`src/hw/rtl/jhp_pkg.sv`:
```
// ----------------------------------------------------------------------------
// jhp_pkg
// Shared types, status codes and helpers for the JPEG header probe.
// ----------------------------------------------------------------------------
package jhp_pkg;

    localparam int unsigned STATUS_W   = 3;
    localparam int unsigned DIM_W      = 16;
    localparam int unsigned COMP_W     = 8;
    localparam int unsigned DPI_W      = 24;
    localparam int unsigned RESULT_W   = STATUS_W + 2 * DIM_W + COMP_W + 2 * DPI_W;
    localparam int unsigned OUT_DATA_W = ((RESULT_W + 7) / 8) * 8;

    localparam logic [STATUS_W-1:0] ST_OK         = 3'd0;
    localparam logic [STATUS_W-1:0] ST_NO_SOI     = 3'd1;
    localparam logic [STATUS_W-1:0] ST_BAD_LEN    = 3'd2;
    localparam logic [STATUS_W-1:0] ST_BAD_SOF    = 3'd3;
    localparam logic [STATUS_W-1:0] ST_ZERO_SIZE  = 3'd4;
    localparam logic [STATUS_W-1:0] ST_BAD_COMP   = 3'd5;
    localparam logic [STATUS_W-1:0] ST_TRUNCATED  = 3'd6;
    localparam logic [STATUS_W-1:0] ST_NO_FRAME   = 3'd7;

    typedef struct packed {
        logic [DPI_W-1:0]    dpi_y_centi;
        logic [DPI_W-1:0]    dpi_x_centi;
        logic [COMP_W-1:0]   component_count;
        logic [DIM_W-1:0]    image_height;
        logic [DIM_W-1:0]    image_width;
        logic [STATUS_W-1:0] status;
    } t_result;

    // expected "JFIF\0" tag byte at a tag position
    function automatic logic [7:0] jfif_char(input logic [2:0] pos);
        logic [7:0] c;
        begin
            case (pos)
                3'd0:    c = 8'h4A;
                3'd1:    c = 8'h46;
                3'd2:    c = 8'h49;
                3'd3:    c = 8'h46;
                default: c = 8'h00;
            endcase
            return c;
        end
    endfunction

    // per-inch x100 by shift and add, per-cm x254 by shift and subtract
    function automatic logic [DPI_W-1:0] to_centi(input logic [DIM_W-1:0] raw,
                                                   input logic per_inch);
        logic [DPI_W-1:0] w;
        begin
            w = {8'd0, raw};
            if (per_inch) begin
                return (w << 6) + (w << 5) + (w << 2);
            end else begin
                return (w << 8) - (w << 1);
            end
        end
    endfunction

endpackage

```
`src/hw/rtl/jhp_parser.sv`:
```
// ----------------------------------------------------------------------------
// jhp_parser
// Marker and segment parser state; one file byte per take, result on end.
// ----------------------------------------------------------------------------
module jhp_parser (
    input  logic             i_clk,
    input  logic             i_rst_n,
    input  logic             i_take,
    input  logic [7:0]       i_byte,
    input  logic             i_first,
    input  logic             i_last,
    output logic             o_res_vld,
    output jhp_pkg::t_result o_res
);

    localparam logic [3:0] PH_SOI0  = 4'd0;
    localparam logic [3:0] PH_SOI1  = 4'd1;
    localparam logic [3:0] PH_SEEK  = 4'd2;
    localparam logic [3:0] PH_MARK  = 4'd3;
    localparam logic [3:0] PH_LENHI = 4'd4;
    localparam logic [3:0] PH_LENLO = 4'd5;
    localparam logic [3:0] PH_SOF   = 4'd6;
    localparam logic [3:0] PH_APP0  = 4'd7;
    localparam logic [3:0] PH_SKIP  = 4'd8;

    logic [3:0]  r_phase, c_phase, n_phase;
    logic [15:0] r_seg,   c_seg,   n_seg;
    logic [15:0] r_skip,  c_skip,  n_skip;
    logic [7:0]  r_mark,  c_mark,  n_mark;
    logic [3:0]  r_pos,   c_pos,   n_pos;
    logic [7:0]  r_hold,  c_hold,  n_hold;
    logic        r_tag,   c_tag,   n_tag;
    logic [7:0]  r_units, c_units, n_units;
    logic [15:0] r_rawx,  c_rawx,  n_rawx;
    logic [15:0] r_wid,   c_wid,   n_wid;
    logic [15:0] r_hgt,   c_hgt,   n_hgt;
    logic [7:0]  r_comp,  c_comp,  n_comp;
    logic [23:0] r_dpix,  c_dpix,  n_dpix;
    logic [23:0] r_dpiy,  c_dpiy,  n_dpiy;
    logic        r_fin,   c_fin,   n_fin;

    logic                          st_vld;
    logic [jhp_pkg::STATUS_W-1:0]  st;
    logic [15:0]                   word;
    logic [15:0]                   len_m2;
    logic                          is_sof;

    // a first byte restarts from the reset state
    always_comb begin
        if (i_first) begin
            c_phase = PH_SOI0; c_seg = '0; c_skip = '0; c_mark = '0; c_pos = '0;
            c_hold = '0; c_tag = 1'b1; c_units = '0; c_rawx = '0; c_wid = '0;
            c_hgt = '0; c_comp = '0; c_dpix = '0; c_dpiy = '0; c_fin = 1'b0;
        end else begin
            c_phase = r_phase; c_seg = r_seg; c_skip = r_skip; c_mark = r_mark;
            c_pos = r_pos; c_hold = r_hold; c_tag = r_tag; c_units = r_units;
            c_rawx = r_rawx; c_wid = r_wid; c_hgt = r_hgt; c_comp = r_comp;
            c_dpix = r_dpix; c_dpiy = r_dpiy; c_fin = r_fin;
        end
    end

    assign word   = {c_hold, i_byte};
    assign len_m2 = word - 16'd2;
    assign is_sof = (c_mark[7:4] == 4'hC) && (c_mark != 8'hC4) && (c_mark != 8'hC8)
                    && (c_mark != 8'hCC);

    always_comb begin
        n_phase = c_phase; n_seg = c_seg; n_skip = c_skip; n_mark = c_mark;
        n_pos = c_pos; n_hold = c_hold; n_tag = c_tag; n_units = c_units;
        n_rawx = c_rawx; n_wid = c_wid; n_hgt = c_hgt; n_comp = c_comp;
        n_dpix = c_dpix; n_dpiy = c_dpiy;
        st_vld = 1'b0;
        st     = jhp_pkg::ST_OK;
        if (!c_fin) begin
            unique case (c_phase)
                PH_SOI0: begin
                    if (i_byte == 8'hFF) n_phase = PH_SOI1;
                    else begin st_vld = 1'b1; st = jhp_pkg::ST_NO_SOI; end
                end
                PH_SOI1: begin
                    if (i_byte == 8'hD8) n_phase = PH_SEEK;
                    else begin st_vld = 1'b1; st = jhp_pkg::ST_NO_SOI; end
                end
                PH_SEEK: begin
                    if (i_byte == 8'hFF) n_phase = PH_MARK;
                end
                PH_MARK: begin
                    if (i_byte != 8'hFF) begin
                        n_mark = i_byte;
                        if (i_byte == 8'hD8 || i_byte == 8'hD9 || i_byte[7:3] == 5'b11010) begin
                            n_phase = PH_SEEK;
                        end else if (i_byte == 8'hDA) begin
                            st_vld = 1'b1;
                            st = (c_wid == 16'd0) ? jhp_pkg::ST_NO_FRAME : jhp_pkg::ST_OK;
                        end else begin
                            n_phase = PH_LENHI;
                        end
                    end
                end
                PH_LENHI: begin
                    n_hold  = i_byte;
                    n_phase = PH_LENLO;
                end
                PH_LENLO: begin
                    n_seg = word;
                    if (word < 16'd2) begin
                        st_vld = 1'b1; st = jhp_pkg::ST_BAD_LEN;
                    end else if (is_sof) begin
                        if (c_mark != 8'hC0 && c_mark != 8'hC1) begin
                            st_vld = 1'b1; st = jhp_pkg::ST_BAD_SOF;
                        end else begin
                            n_pos = '0; n_phase = PH_SOF;
                        end
                    end else if (c_mark == 8'hE0 && word >= 16'd16) begin
                        n_pos = '0; n_tag = 1'b1; n_phase = PH_APP0;
                    end else begin
                        n_skip  = len_m2;
                        n_phase = (len_m2 == 16'd0) ? PH_SEEK : PH_SKIP;
                    end
                end
                PH_SOF: begin
                    case (c_pos)
                        4'd1, 4'd3: n_hold = i_byte;
                        4'd2:       n_hgt  = word;
                        4'd4:       n_wid  = word;
                        4'd5: begin
                            n_comp = i_byte;
                            st_vld = 1'b1;
                            if (c_wid == 16'd0 || c_hgt == 16'd0) st = jhp_pkg::ST_ZERO_SIZE;
                            else if (i_byte != 8'd1 && i_byte != 8'd3 && i_byte != 8'd4)
                                st = jhp_pkg::ST_BAD_COMP;
                            else st = jhp_pkg::ST_OK;
                        end
                        default: ;
                    endcase
                    n_pos = c_pos + 4'd1;
                end
                PH_APP0: begin
                    if (c_pos < 4'd5) begin
                        if (i_byte != jhp_pkg::jfif_char(c_pos[2:0])) n_tag = 1'b0;
                    end else if (c_pos == 4'd7) begin
                        n_units = i_byte;
                    end else if (c_pos == 4'd8 || c_pos == 4'd10) begin
                        n_hold = i_byte;
                    end else if (c_pos == 4'd9) begin
                        n_rawx = word;
                    end else if (c_pos == 4'd11) begin
                        if (c_tag && (c_units == 8'd1 || c_units == 8'd2)) begin
                            n_dpix = jhp_pkg::to_centi(c_rawx, c_units[0]);
                            n_dpiy = jhp_pkg::to_centi(word, c_units[0]);
                        end
                    end
                    if (c_pos >= 4'd13) begin
                        n_pos   = '0;
                        n_skip  = c_seg - 16'd16;
                        n_phase = (c_seg == 16'd16) ? PH_SEEK : PH_SKIP;
                    end else begin
                        n_pos = c_pos + 4'd1;
                    end
                end
                PH_SKIP: begin
                    n_skip = c_skip - 16'd1;
                    if (c_skip == 16'd1) n_phase = PH_SEEK;
                end
                default: n_phase = PH_SOI0;
            endcase
            if (!st_vld && i_last) begin
                st_vld = 1'b1; st = jhp_pkg::ST_TRUNCATED;
            end
        end
        n_fin = c_fin | st_vld;
    end

    always_ff @(posedge i_clk) begin
        if (!i_rst_n) begin
            r_phase <= PH_SOI0; r_seg <= '0; r_skip <= '0; r_mark <= '0; r_pos <= '0;
            r_hold <= '0; r_tag <= 1'b1; r_units <= '0; r_rawx <= '0; r_wid <= '0;
            r_hgt <= '0; r_comp <= '0; r_dpix <= '0; r_dpiy <= '0; r_fin <= 1'b0;
        end else if (i_take) begin
            r_phase <= n_phase; r_seg <= n_seg; r_skip <= n_skip; r_mark <= n_mark;
            r_pos <= n_pos; r_hold <= n_hold; r_tag <= n_tag; r_units <= n_units;
            r_rawx <= n_rawx; r_wid <= n_wid; r_hgt <= n_hgt; r_comp <= n_comp;
            r_dpix <= n_dpix; r_dpiy <= n_dpiy; r_fin <= n_fin;
        end
    end

    assign o_res_vld             = i_take && st_vld;
    assign o_res.status          = st;
    assign o_res.image_width     = n_wid;
    assign o_res.image_height    = n_hgt;
    assign o_res.component_count = n_comp;
    assign o_res.dpi_x_centi     = n_dpix;
    assign o_res.dpi_y_centi     = n_dpiy;

endmodule

```
`src/hw/rtl/jhp_out_reg.sv`:
```
// ----------------------------------------------------------------------------
// jhp_out_reg
// Result register holding one parse result until the receiver takes it.
// ----------------------------------------------------------------------------
module jhp_out_reg (
    input  logic                              i_clk,
    input  logic                              i_rst_n,
    input  logic                              i_load,
    input  jhp_pkg::t_result                  i_res,
    output logic                              o_free,
    output logic                              o_m_axis_tvalid,
    input  logic                              i_m_axis_tready,
    output logic [jhp_pkg::OUT_DATA_W-1:0]    o_m_axis_tdata
);

    logic             r_vld;
    jhp_pkg::t_result r_res;

    assign o_free = !r_vld || i_m_axis_tready;

    always_ff @(posedge i_clk) begin
        if (!i_rst_n) begin
            r_vld <= 1'b0;
        end else if (i_load) begin
            r_vld <= 1'b1;
        end else if (i_m_axis_tready) begin
            r_vld <= 1'b0;
        end
    end

    always_ff @(posedge i_clk) begin
        if (i_load) begin
            r_res <= i_res;
        end
    end

    assign o_m_axis_tvalid = r_vld;
    assign o_m_axis_tdata  = {{(jhp_pkg::OUT_DATA_W - jhp_pkg::RESULT_W){1'b0}}, r_res};

endmodule

```
`src/hw/rtl/jpeg_header_probe_top.sv`:
```
// ----------------------------------------------------------------------------
// jpeg_header_probe_top
// JPEG header probe: walks the marker segments of a byte stream and reports
// status, frame geometry and pixel density in one result per file.
// ----------------------------------------------------------------------------
// usage
//   input stream: one file byte per request on tdata, tuser = first byte of a
//   file (restarts parsing), tlast = final byte of the file.
//   output stream: one result per file when parsing ends (SOS, frame header
//   done, error or last byte); bytes after that are taken and dropped until
//   the next first byte.
//   path: a byte is registered in the input register, is parsed as it
//   leaves it, and its result is registered in the output register.
//   throughput: one byte per cycle while the result register is free; the
//   per-byte state update is the only loop.
//   reset: synchronous, clears both registers and the parser to wait for SOI.
//   stall: while a result waits, the input register still fills; the parser
//   holds its byte until the result register is free, then input backs up.
// ----------------------------------------------------------------------------
module jpeg_header_probe_top (
    input  logic                           i_clk,
    input  logic                           i_rst_n,
    input  logic                           i_s_axis_tvalid,
    output logic                           o_s_axis_tready,
    input  logic [7:0]                     i_s_axis_tdata,  // [7:0] data_byte
    input  logic                           i_s_axis_tuser,  // [0] first_of_file
    input  logic                           i_s_axis_tlast,  // last_of_file
    output logic                           o_m_axis_tvalid,
    input  logic                           i_m_axis_tready,
    // [2:0] status, [18:3] image_width, [34:19] image_height,
    // [42:35] component_count, [66:43] dpi_x_centi, [90:67] dpi_y_centi
    output logic [jhp_pkg::OUT_DATA_W-1:0] o_m_axis_tdata
);

    logic             r_in_vld;
    logic [7:0]       r_in_byte;
    logic             r_in_first;
    logic             r_in_last;
    logic             w_out_free;
    logic             w_take;
    logic             w_res_vld;
    jhp_pkg::t_result w_res;

    assign w_take          = r_in_vld && w_out_free;
    assign o_s_axis_tready = !r_in_vld || w_take;

    always_ff @(posedge i_clk) begin
        if (!i_rst_n) begin
            r_in_vld <= 1'b0;
        end else if (o_s_axis_tready) begin
            r_in_vld <= i_s_axis_tvalid;
        end
    end

    always_ff @(posedge i_clk) begin
        if (o_s_axis_tready && i_s_axis_tvalid) begin
            r_in_byte  <= i_s_axis_tdata;
            r_in_first <= i_s_axis_tuser;
            r_in_last  <= i_s_axis_tlast;
        end
    end

    jhp_parser u_parser (
        .i_clk     (i_clk),
        .i_rst_n   (i_rst_n),
        .i_take    (w_take),
        .i_byte    (r_in_byte),
        .i_first   (r_in_first),
        .i_last    (r_in_last),
        .o_res_vld (w_res_vld),
        .o_res     (w_res)
    );

    jhp_out_reg u_out_reg (
        .i_clk           (i_clk),
        .i_rst_n         (i_rst_n),
        .i_load          (w_res_vld),
        .i_res           (w_res),
        .o_free          (w_out_free),
        .o_m_axis_tvalid (o_m_axis_tvalid),
        .i_m_axis_tready (i_m_axis_tready),
        .o_m_axis_tdata  (o_m_axis_tdata)
    );

`ifndef SYNTHESIS
    a_res_slot_free: assert property (@(posedge i_clk) disable iff (!i_rst_n)
        w_res_vld |-> (!o_m_axis_tvalid || i_m_axis_tready))
        else $error("result produced while result register busy");

    a_in_hold: assert property (@(posedge i_clk) disable iff (!i_rst_n)
        (r_in_vld && !w_take) |=> (r_in_vld && $stable(r_in_byte) && $stable(r_in_first)
                                   && $stable(r_in_last)))
        else $error("input register changed before the parser took it");

    a_ok_geometry: assert property (@(posedge i_clk) disable iff (!i_rst_n)
        (w_res_vld && w_res.status == jhp_pkg::ST_OK) |->
        (w_res.image_width != 16'd0 && w_res.image_height != 16'd0 &&
         (w_res.component_count == 8'd1 || w_res.component_count == 8'd3 ||
          w_res.component_count == 8'd4)))
        else $error("ok status without a valid frame header");
`endif

endmodule
```
`config.mk`:
```
export PLATFORM = sky130hd
export DESIGN_NAME = jpeg_header_probe_top
export DESIGN_NICKNAME = d
export VERILOG_FILES = /design/src/hw/rtl/jhp_pkg.sv /design/src/hw/rtl/jhp_parser.sv /design/src/hw/rtl/jhp_out_reg.sv /design/src/hw/rtl/jpeg_header_probe_top.sv
export SDC_FILE = /design/constraint.sdc
export NUM_CORES = 1
export LEC_CHECK = 0
export ABC_AREA = 1
export BUFFER_PORTS_ARGS = -buffer_cell sky130_fd_sc_hd__buf_2
export CORE_UTILIZATION = 50
export DETAILED_ROUTE_END_ITERATION = 10
export PLACE_DENSITY = 0.8
export SLEW_MARGIN = 20
export SYNTH_ARGS = -nofsm -noshare
export SYNTH_HDL_FRONTEND = slang
export SYNTH_HIERARCHICAL = 1
export SYNTH_SLANG_ARGS = --single-unit
```
`constraint.sdc`:
```
create_clock -name i_clk -period 9.3 [get_ports i_clk]
set_input_delay 0.465 -clock i_clk [delete_from_list [all_inputs] [get_ports i_clk]]
set_output_delay 0.465 -clock i_clk [all_outputs]
set_load 0.02 [all_outputs]
```
==> results of run 1 <==
area by class of cell:
type	count	area, um2
Clock buffer	35	798
Clock inverter	19	229
Sequential cell	273	6480
Fill cell	3533	16100
Multi-Input combinational cell	1983	10600
Antenna cell	3	7.51
Timing Repair Buffer	127	688
Tap cell	504	631
Inverter	370	1400
cell usage after synthesis (3+ instances only):
cell and number:
xnor2_1 6, o41ai_1 8, a22oi_1 4, o31ai_1 14
xor2_1 41, buf_1 16, dfxtp_1 172, clkbuf_1 71
nor2_2 11, edfxtp_1 101, buf_4 8, nand3_1 192
a21oi_1 236, a221oi_1 6, o21ai_1 40, nor2_4 5
nand3b_1 3, inv_2 13, nor2_1 321, ha_1 112
nor4_1 5, o221ai_1 7, clkinv_1 6, nor3_2 3
inv_1 351, fa_1 9, nand2_2 7, nand2_1 542
nand4_1 28, o21ai_0 230, a21boi_0 5, buf_2 20
a21o_1 3, nor3_1 22, a31oi_1 14, o22ai_1 9
o21bai_1 20, o211ai_1 47
metal layers:
metal,routed length [um],track usage
met5,0,0
met4,2880,0.154
met3,6100,0.0525
met2,29800,0.542
met1,25900,0.423
power groups by stage:
stage / Clock, mW / Combinational [mW] / Sequential (mW)
after floorplan: 0 / 0.300 / 1.38
after global placement: 0 / 0.464 / 1.35
after detailed placement: 0 / 0.472 / 1.36
after CTS: 1.26 / 0.475 / 1.33
after global routing: 1.31 / 0.530 / 1.34
final: 1.24 / 0.487 / 1.33
worst max path at each step:
| stage | startpoint | end | slack, ns |
|---|---|---|---|
| after floorplan | r_in_first | u_out_reg/o_m_axis_tdata[0] | 4.56 |
| after global placement | r_in_first | u_out_reg/o_m_axis_tdata[14] | 4.62 |
| after detailed placement | r_in_first | u_out_reg/o_m_axis_tdata[23] | 4.49 |
| after CTS | r_in_first | u_out_reg/o_m_axis_tdata[29] | 4.49 |
| after global routing | r_in_first | u_out_reg/o_m_axis_tvalid | 4.21 |
| final | r_in_first | u_out_reg/o_m_axis_tdata[29] | 4.38 |
worst max-delay path, cell delays in order, from the launching register on:
cell and delay, ns:
edfxtp_1 0.35, buf_4 0.31, inv_4 0.25, buf_4 0.57, nand2_1 0.50, ha_1 0.40
inv_1 0.11, nor2_4 0.07, nand3_1 0.13, o21ai_2 0.12, nand2_1 0.15, nand2_1 0.12
nand3_1 0.13, o21ai_0 0.14, inv_4 0.30, buf_4 0.71
registers in the layout, summed over array words and instances (netlist names), 4 cells and up:
signal and flops:
r_in_byte 8, u_out_reg/o_m_axis_tdata 91, u_parser/r_comp 8, u_parser/r_dpix 24
u_parser/r_dpiy 24, u_parser/r_hgt 16, u_parser/r_hold 8, u_parser/r_mark 8
u_parser/r_phase 4, u_parser/r_pos 4, u_parser/r_rawx 16, u_parser/r_seg 16
u_parser/r_skip 16, u_parser/r_units 8, u_parser/r_wid 16
kinds of logic (layout without fill, tap and decap cells):
family | after synthesis | after routing | synth area share
adders and majority gates | 121 | 121 | 0.0836
other | 1 | 8 | 0.000198
and+or+nand+nor | 1144 | 1144 | 0.252
AOI/OAI and AO/OA | 666 | 666 | 0.199
xor gates and xnor gates | 47 | 47 | 0.0218
DFF | 273 | 273 | 0.342
buffers and inverters | 487 | 551 | 0.100
metrics by stage:
step	utilization	setup WS, ns	cells	cell area (um2)	total power [mW]
2_1_floorplan	-	4.56	2743	18900	1.68
3_3_place_gp	0.536	4.62	3257	19800	1.82
3_5_place_dp	0.536	4.49	3257	19800	1.83
4_1_cts	0.564	4.49	3311	20800	3.07
5_1_grt	0.564	4.21	3311	20800	3.17
6_report	0.564	4.38	3314	20800	3.06
==> impl_results.md, run 1 <==
- Status: completed
- Sequential cell area fraction in the yosys report: 0.342
- Sequential power share: 0.435
- Post-route DRC: 0
- Worst Setup End Kind: flop
- Final-stage net count: 2919
- Worst Hold Path EP: r_in_last
- Worst-skew pair later-pin latency: between 0.5 and 0.6 ns
- Total Routed Length: about 65000 um
- Via/cell ratio: ~6
- Max Cap Viol: 0
- Data required, critical path: 9.49 ns
- Final setup viols: 0
- Fraction of the cycle the final worst path needs: 0.529
- Share of layout cells above drive strength 1: 0.0834
- Sw frac: 0.292
- Syn. warnings: 6
- Comb power frac: 0.159
- Final ANT Viol Nets: 0
- Drt wl/cell: between 15 and 20 um
- Setup total negative slack: 0 ns
- Cells after synthesis: about 2700
- GR Overflow Total: 0
- Hold Crit Class: input pin to flop
- Peak supply drop: ~0.15 mV
- Clk root buf: clkbuf_16
- Starting Density: 0.513
- Top-area cell type share of the netlist area: 0.182
- Top cells by area, synth: dfxtp_1, edfxtp_1, nand2_1
- Clock sinks: about 270
- Reg-to-Reg Start: r_in_first
- Fmax: 203 MHz
- H-Tree Depth: 1
- Pwr dens: 147 nW/um2
- Hold Path Stages: 1
- Most frequent cells in the layout: nand2_1, inv_1, nor2_1
- Clock buffer depth: 3
- Largest net degree at the start of global routing: between 80 and 90
- Reg2reg path depth: 15
- Async S/R FF share, synth: 0
- Syn_area_per_cell: 6.91 um2
- Area grow syn2layout: 9.97%
- Die area: 38600 um2
- Synthesized flop and latch total: 273
- Tmin final: 4.92 ns
- Rows: 70
- Commonest non-fill, non-tap cell in the layout: nand2_1
- TritonCTS clock tree: yes
- Vias: approximately 20000
- Slew HR: 0.284
- Vias in the first global route: 18228
- I/O pins: around 110
- Crit Path Class: flop to flop
- Clk_skew: between 0.01 and 0.015 ns
- Die Wd: a little under 200 um
- Global-route wire length before repair: around 100000 um
- Slew Limit Fails: 0
- CP Max Fanout: between 70 and 80
- GRT Util Overall: 0.329
- Gpl congestion: 1.01
- Fin. Hold Viols: 0
- P_leak: roughly 10 nW
- Die Span Y: just under 200 um
- RSZ-0062 raised after global routing: no
- PostCTS Resize Cnt: 0
- Critical Path AT: about 5.1 ns
- Post-DP HPWL: approximately 47000 um
- Post-synth EDFFs: between 100 and 150
- Post-synthesis instance area: roughly 19000 um2
- IO Port Bufs: between 100 and 150
- CTS clk-pin slew, worst paths: around 0.070 ns
- Switch Pwr: 0.893 mW
- CTS Buf Count: 29
- Hold buffer count at cts: 0
- Worst hold start: i_s_axis_tlast
- Setup bufs post-CTS: 0
- Initial antenna violation count: 2
- 1st-iter DRT viols: around 2300
- Reg2reg end: u_out_reg/o_m_axis_tdata[29]
- DRT Pass-1 Iters: 6
- Internal power: around 2.2 mW
- Ys flop type: dfxtp_1
- Min Hold Slack: 0.0662 ns
- R2r setup slk: ~4.4 ns
- Yosys cell types: 60
- Worst-margin pin slew: roughly 1.1 ns
- Clock power frac: 0.406
- Setup crit start kind: flop
- Area leader, netlist: dfxtp_1
- Core area: ~37000 um2
(Power assumes the default switching activity.)
==> run 2, diff against run 1 <==
--- a/config.mk
+++ b/config.mk
@@ -9,7 +9,7 @@
 export BUFFER_PORTS_ARGS = -buffer_cell sky130_fd_sc_hd__buf_2
 export CORE_UTILIZATION = 50
 export DETAILED_ROUTE_END_ITERATION = 10
-export PLACE_DENSITY = 0.8
+export PLACE_DENSITY = 0.82
 export SLEW_MARGIN = 20
 export SYNTH_ARGS = -nofsm -noshare
 export SYNTH_HDL_FRONTEND = slang
==> constraint.sdc (replaced) <==
create_clock -name i_clk -period 4.25 [get_ports i_clk]
set_input_delay 0.2125 -clock i_clk [delete_from_list [all_inputs] [get_ports i_clk]]
set_output_delay 0.2125 -clock i_clk [all_outputs]
set_load 0.02 [all_outputs]
==> run 2 against run 1 <==
Net effect: via count increased by 1.4%; sequential power rose by 120%; highest routed layer unchanged; core utilization increased by 1.5 points; final area increased by 2.7%; critical path type unchanged; routed wire length up 1.4%; die area unchanged; count of clock-buffer cells in the layout is the same.
==> impl_results.md, run 2 (same netlist as run 1, synthesis figures left out) <==
- Post-route DRC: 0 (unchanged)
- Peak supply drop: 0.312 mV (+110%)
- GRT Util Overall: 0.336 (+0.00616)
- 1st-iter DRT viols: 2057 (-10%)
- Most frequent cells in the layout: nand2_1, inv_1, nor2_1
- Vias in the first global route: 18483 (+1.4%)
- CTS clk-pin slew, worst paths: 0.07 ns (about the same)
- Area grow syn2layout: 12.9%
- Commonest non-fill, non-tap cell in the layout: nand2_1
- Via/cell ratio: 5.86 (-0.44%)
- Die area: 38600 um2 (unchanged)
- Fmax: 249 MHz (+22%)
- IO Port Bufs: 106 (unchanged)
- Die Wd: 196 um (unchanged)
- DP Area: 20200 um2 (+2.2%)
- Final setup viols: 0 (unchanged)
- Data required, critical path: 4.58 ns (-4.91 ns)
- Final Cell Area: 21400 um2 (+2.7%)
- Final-stage net count: 2981 (+2.1%)
- Largest net degree at the start of global routing: 128 (+49%)
- Final ANT Viol Nets: 0 (unchanged)
- Total Routed Length: 65600 um (+1.4%)
- Rows: 70 (unchanged)
- Max Cap Viol: 0 (unchanged)
- Clock buffer depth: 3 (unchanged)
- Slew Limit Fails: 0 (unchanged)
- Worst-margin pin slew: 1.00 ns (-0.0699 ns)
- Hold Path Stages: 3 (+2)
- Setup bufs post-CTS: 0 (unchanged)
- Fin. Hold Viols: 0 (unchanged)
- Setup total negative slack: 0 ns (unchanged)
- P_leak: 10.1 nW (+3.0%)
- Crit Path Class: flop to flop
- Share of layout cells above drive strength 1: 0.0968 (+0.0135)
- Dpl cells: 3305 (+1.5%)
- Tmin final: 4.02 ns (-0.896 ns)
- Clock sinks: 273 (unchanged)
- Clk root buf: clkbuf_16
- Die Span Y: 196 um (unchanged)
- Clk_skew: 0.0165 ns (+0.00171 ns)
- Vias: 19799 (+1.4%)
- Starting Density: 0.513 (unchanged)
- Final setup margin: 0.229 ns (-4.15 ns)
- Initial antenna violation count: 1 (-1)
- Slew HR: 0.332 (+0.0475)
- Largest register FFs: 91 (unchanged)
- Global-route wire length before repair: 102000 um (+1.4%)
- Worst Setup End Kind: flop
- I/O pins: 112 (unchanged)
- Status: completed
- Post-DP HPWL: 47400 um (+1.9%)
- CP Max Fanout: 7 (-90%)
- Hold Crit Class: input pin to flop
- Worst-skew pair later-pin latency: 0.60 ns (+0.02 ns)
- Reg2reg path depth: 17 (+2)
- Drt wl/cell: 19.4 um (-0.49%)
- CTS Buf Count: 31 (+6.9%)
- Min Hold Slack: 0.282 ns (+0.215 ns)
- Gpl congestion: 1.05 (+3.9%)
- Core area: 36900 um2 (unchanged)
- H-Tree Depth: 1 (unchanged)
- DRT Pass-1 Iters: 7 (+1)
- Critical Path AT: 4.35 ns (-0.76 ns)
- Fraction of the cycle the final worst path needs: 0.946 (+0.417)
- RSZ-0062 raised after global routing: no
- Fin cells: 3376 (+1.9%)
- GR Overflow Total: 0 (unchanged)
- TritonCTS clock tree: yes
- Dpl ws: 0.286 ns (-4.21 ns)
- Pwr dens: 319 nW/um2 (+120%)
- Setup crit start kind: flop
==> run 2: changes by cell type in the layout (fill, tap and decap cells not counted), sizes merged <==
cell	before	now
clkinv	13	19
clkinvlp	1	6
buf	127	175
inv	371	363
dlygate4sd3	0	12
bufinv	4	5
diode	3	1
==> run 2: final timing paths <==
check	start	to	slack, ns
min reg2reg	u_parser/r_phase[2]	u_parser/r_phase[2]	0.46
max reg2reg	r_in_first	u_out_reg/o_m_axis_tdata[62]	0.23
max	r_in_first	u_out_reg/o_m_axis_tdata[62]	0.23
min	i_rst_n	u_parser/r_skip[12]	0.28
==> run 2: layer usage <==
| metal | vias up | global-route usage | routed length, um |
|---|---|---|---|
| li1 | 9333 | - | - |
| met1 | 9153 | 0.418 | 26100 |
| met2 | 1086 | 0.555 | 29900 |
| met3 | 227 | 0.0585 | 5960 |
| met4 | 0 | 0.177 | 3710 |
| met5 | - | 0 | 0 |
==> run 2: power by group <==
part / internal (mW) / switching, mW
Clock: 1.64 / 1.16
Sequential: 2.85 / 0.0670
Combinational: 0.327 / 0.764
==> run 2: cell type report <==
type,count,area [um2]
fillers,3406,15500
well taps,504,631
diodes,1,2.50
clock buffers,35,791
inverters,370,1400
flip-flops and latches,273,6480
repair buffers,187,1230
clock inverters,23,265
multi-input cells,1983,10600
==> run 2: stage by stage <==
step / power (mW) / util
2_1_floorplan: 3.68 / -
3_3_place_gp: 3.99 / 0.547
3_5_place_dp: 4.01 / 0.547
4_1_cts: 6.81 / 0.579
5_1_grt: 7.04 / 0.579
6_report: 6.80 / 0.579
==> run 2: what timing repair did <==
item	CTS	global route
hold endpoints to repair	12	0
resized for setup	0	0
hold buffers	12	0
==> run 2: critical path, stage by stage, from the launching register on <==
cell and delay, ns:
edfxtp_1 0.53, buf_4 0.24, nor2_1 0.38, inv_1 0.25, ha_1 0.36, ha_1 0.29, ha_1 0.36, a21oi_1 0.17
o21a_1 0.17, nand3_1 0.24, a31oi_1 0.27, nand2_1 0.08, nand2_1 0.06, nor2_1 0.04, nor2_1 0.08, nand2_1 0.08
nand2_1 0.06, o21ai_0 0.09
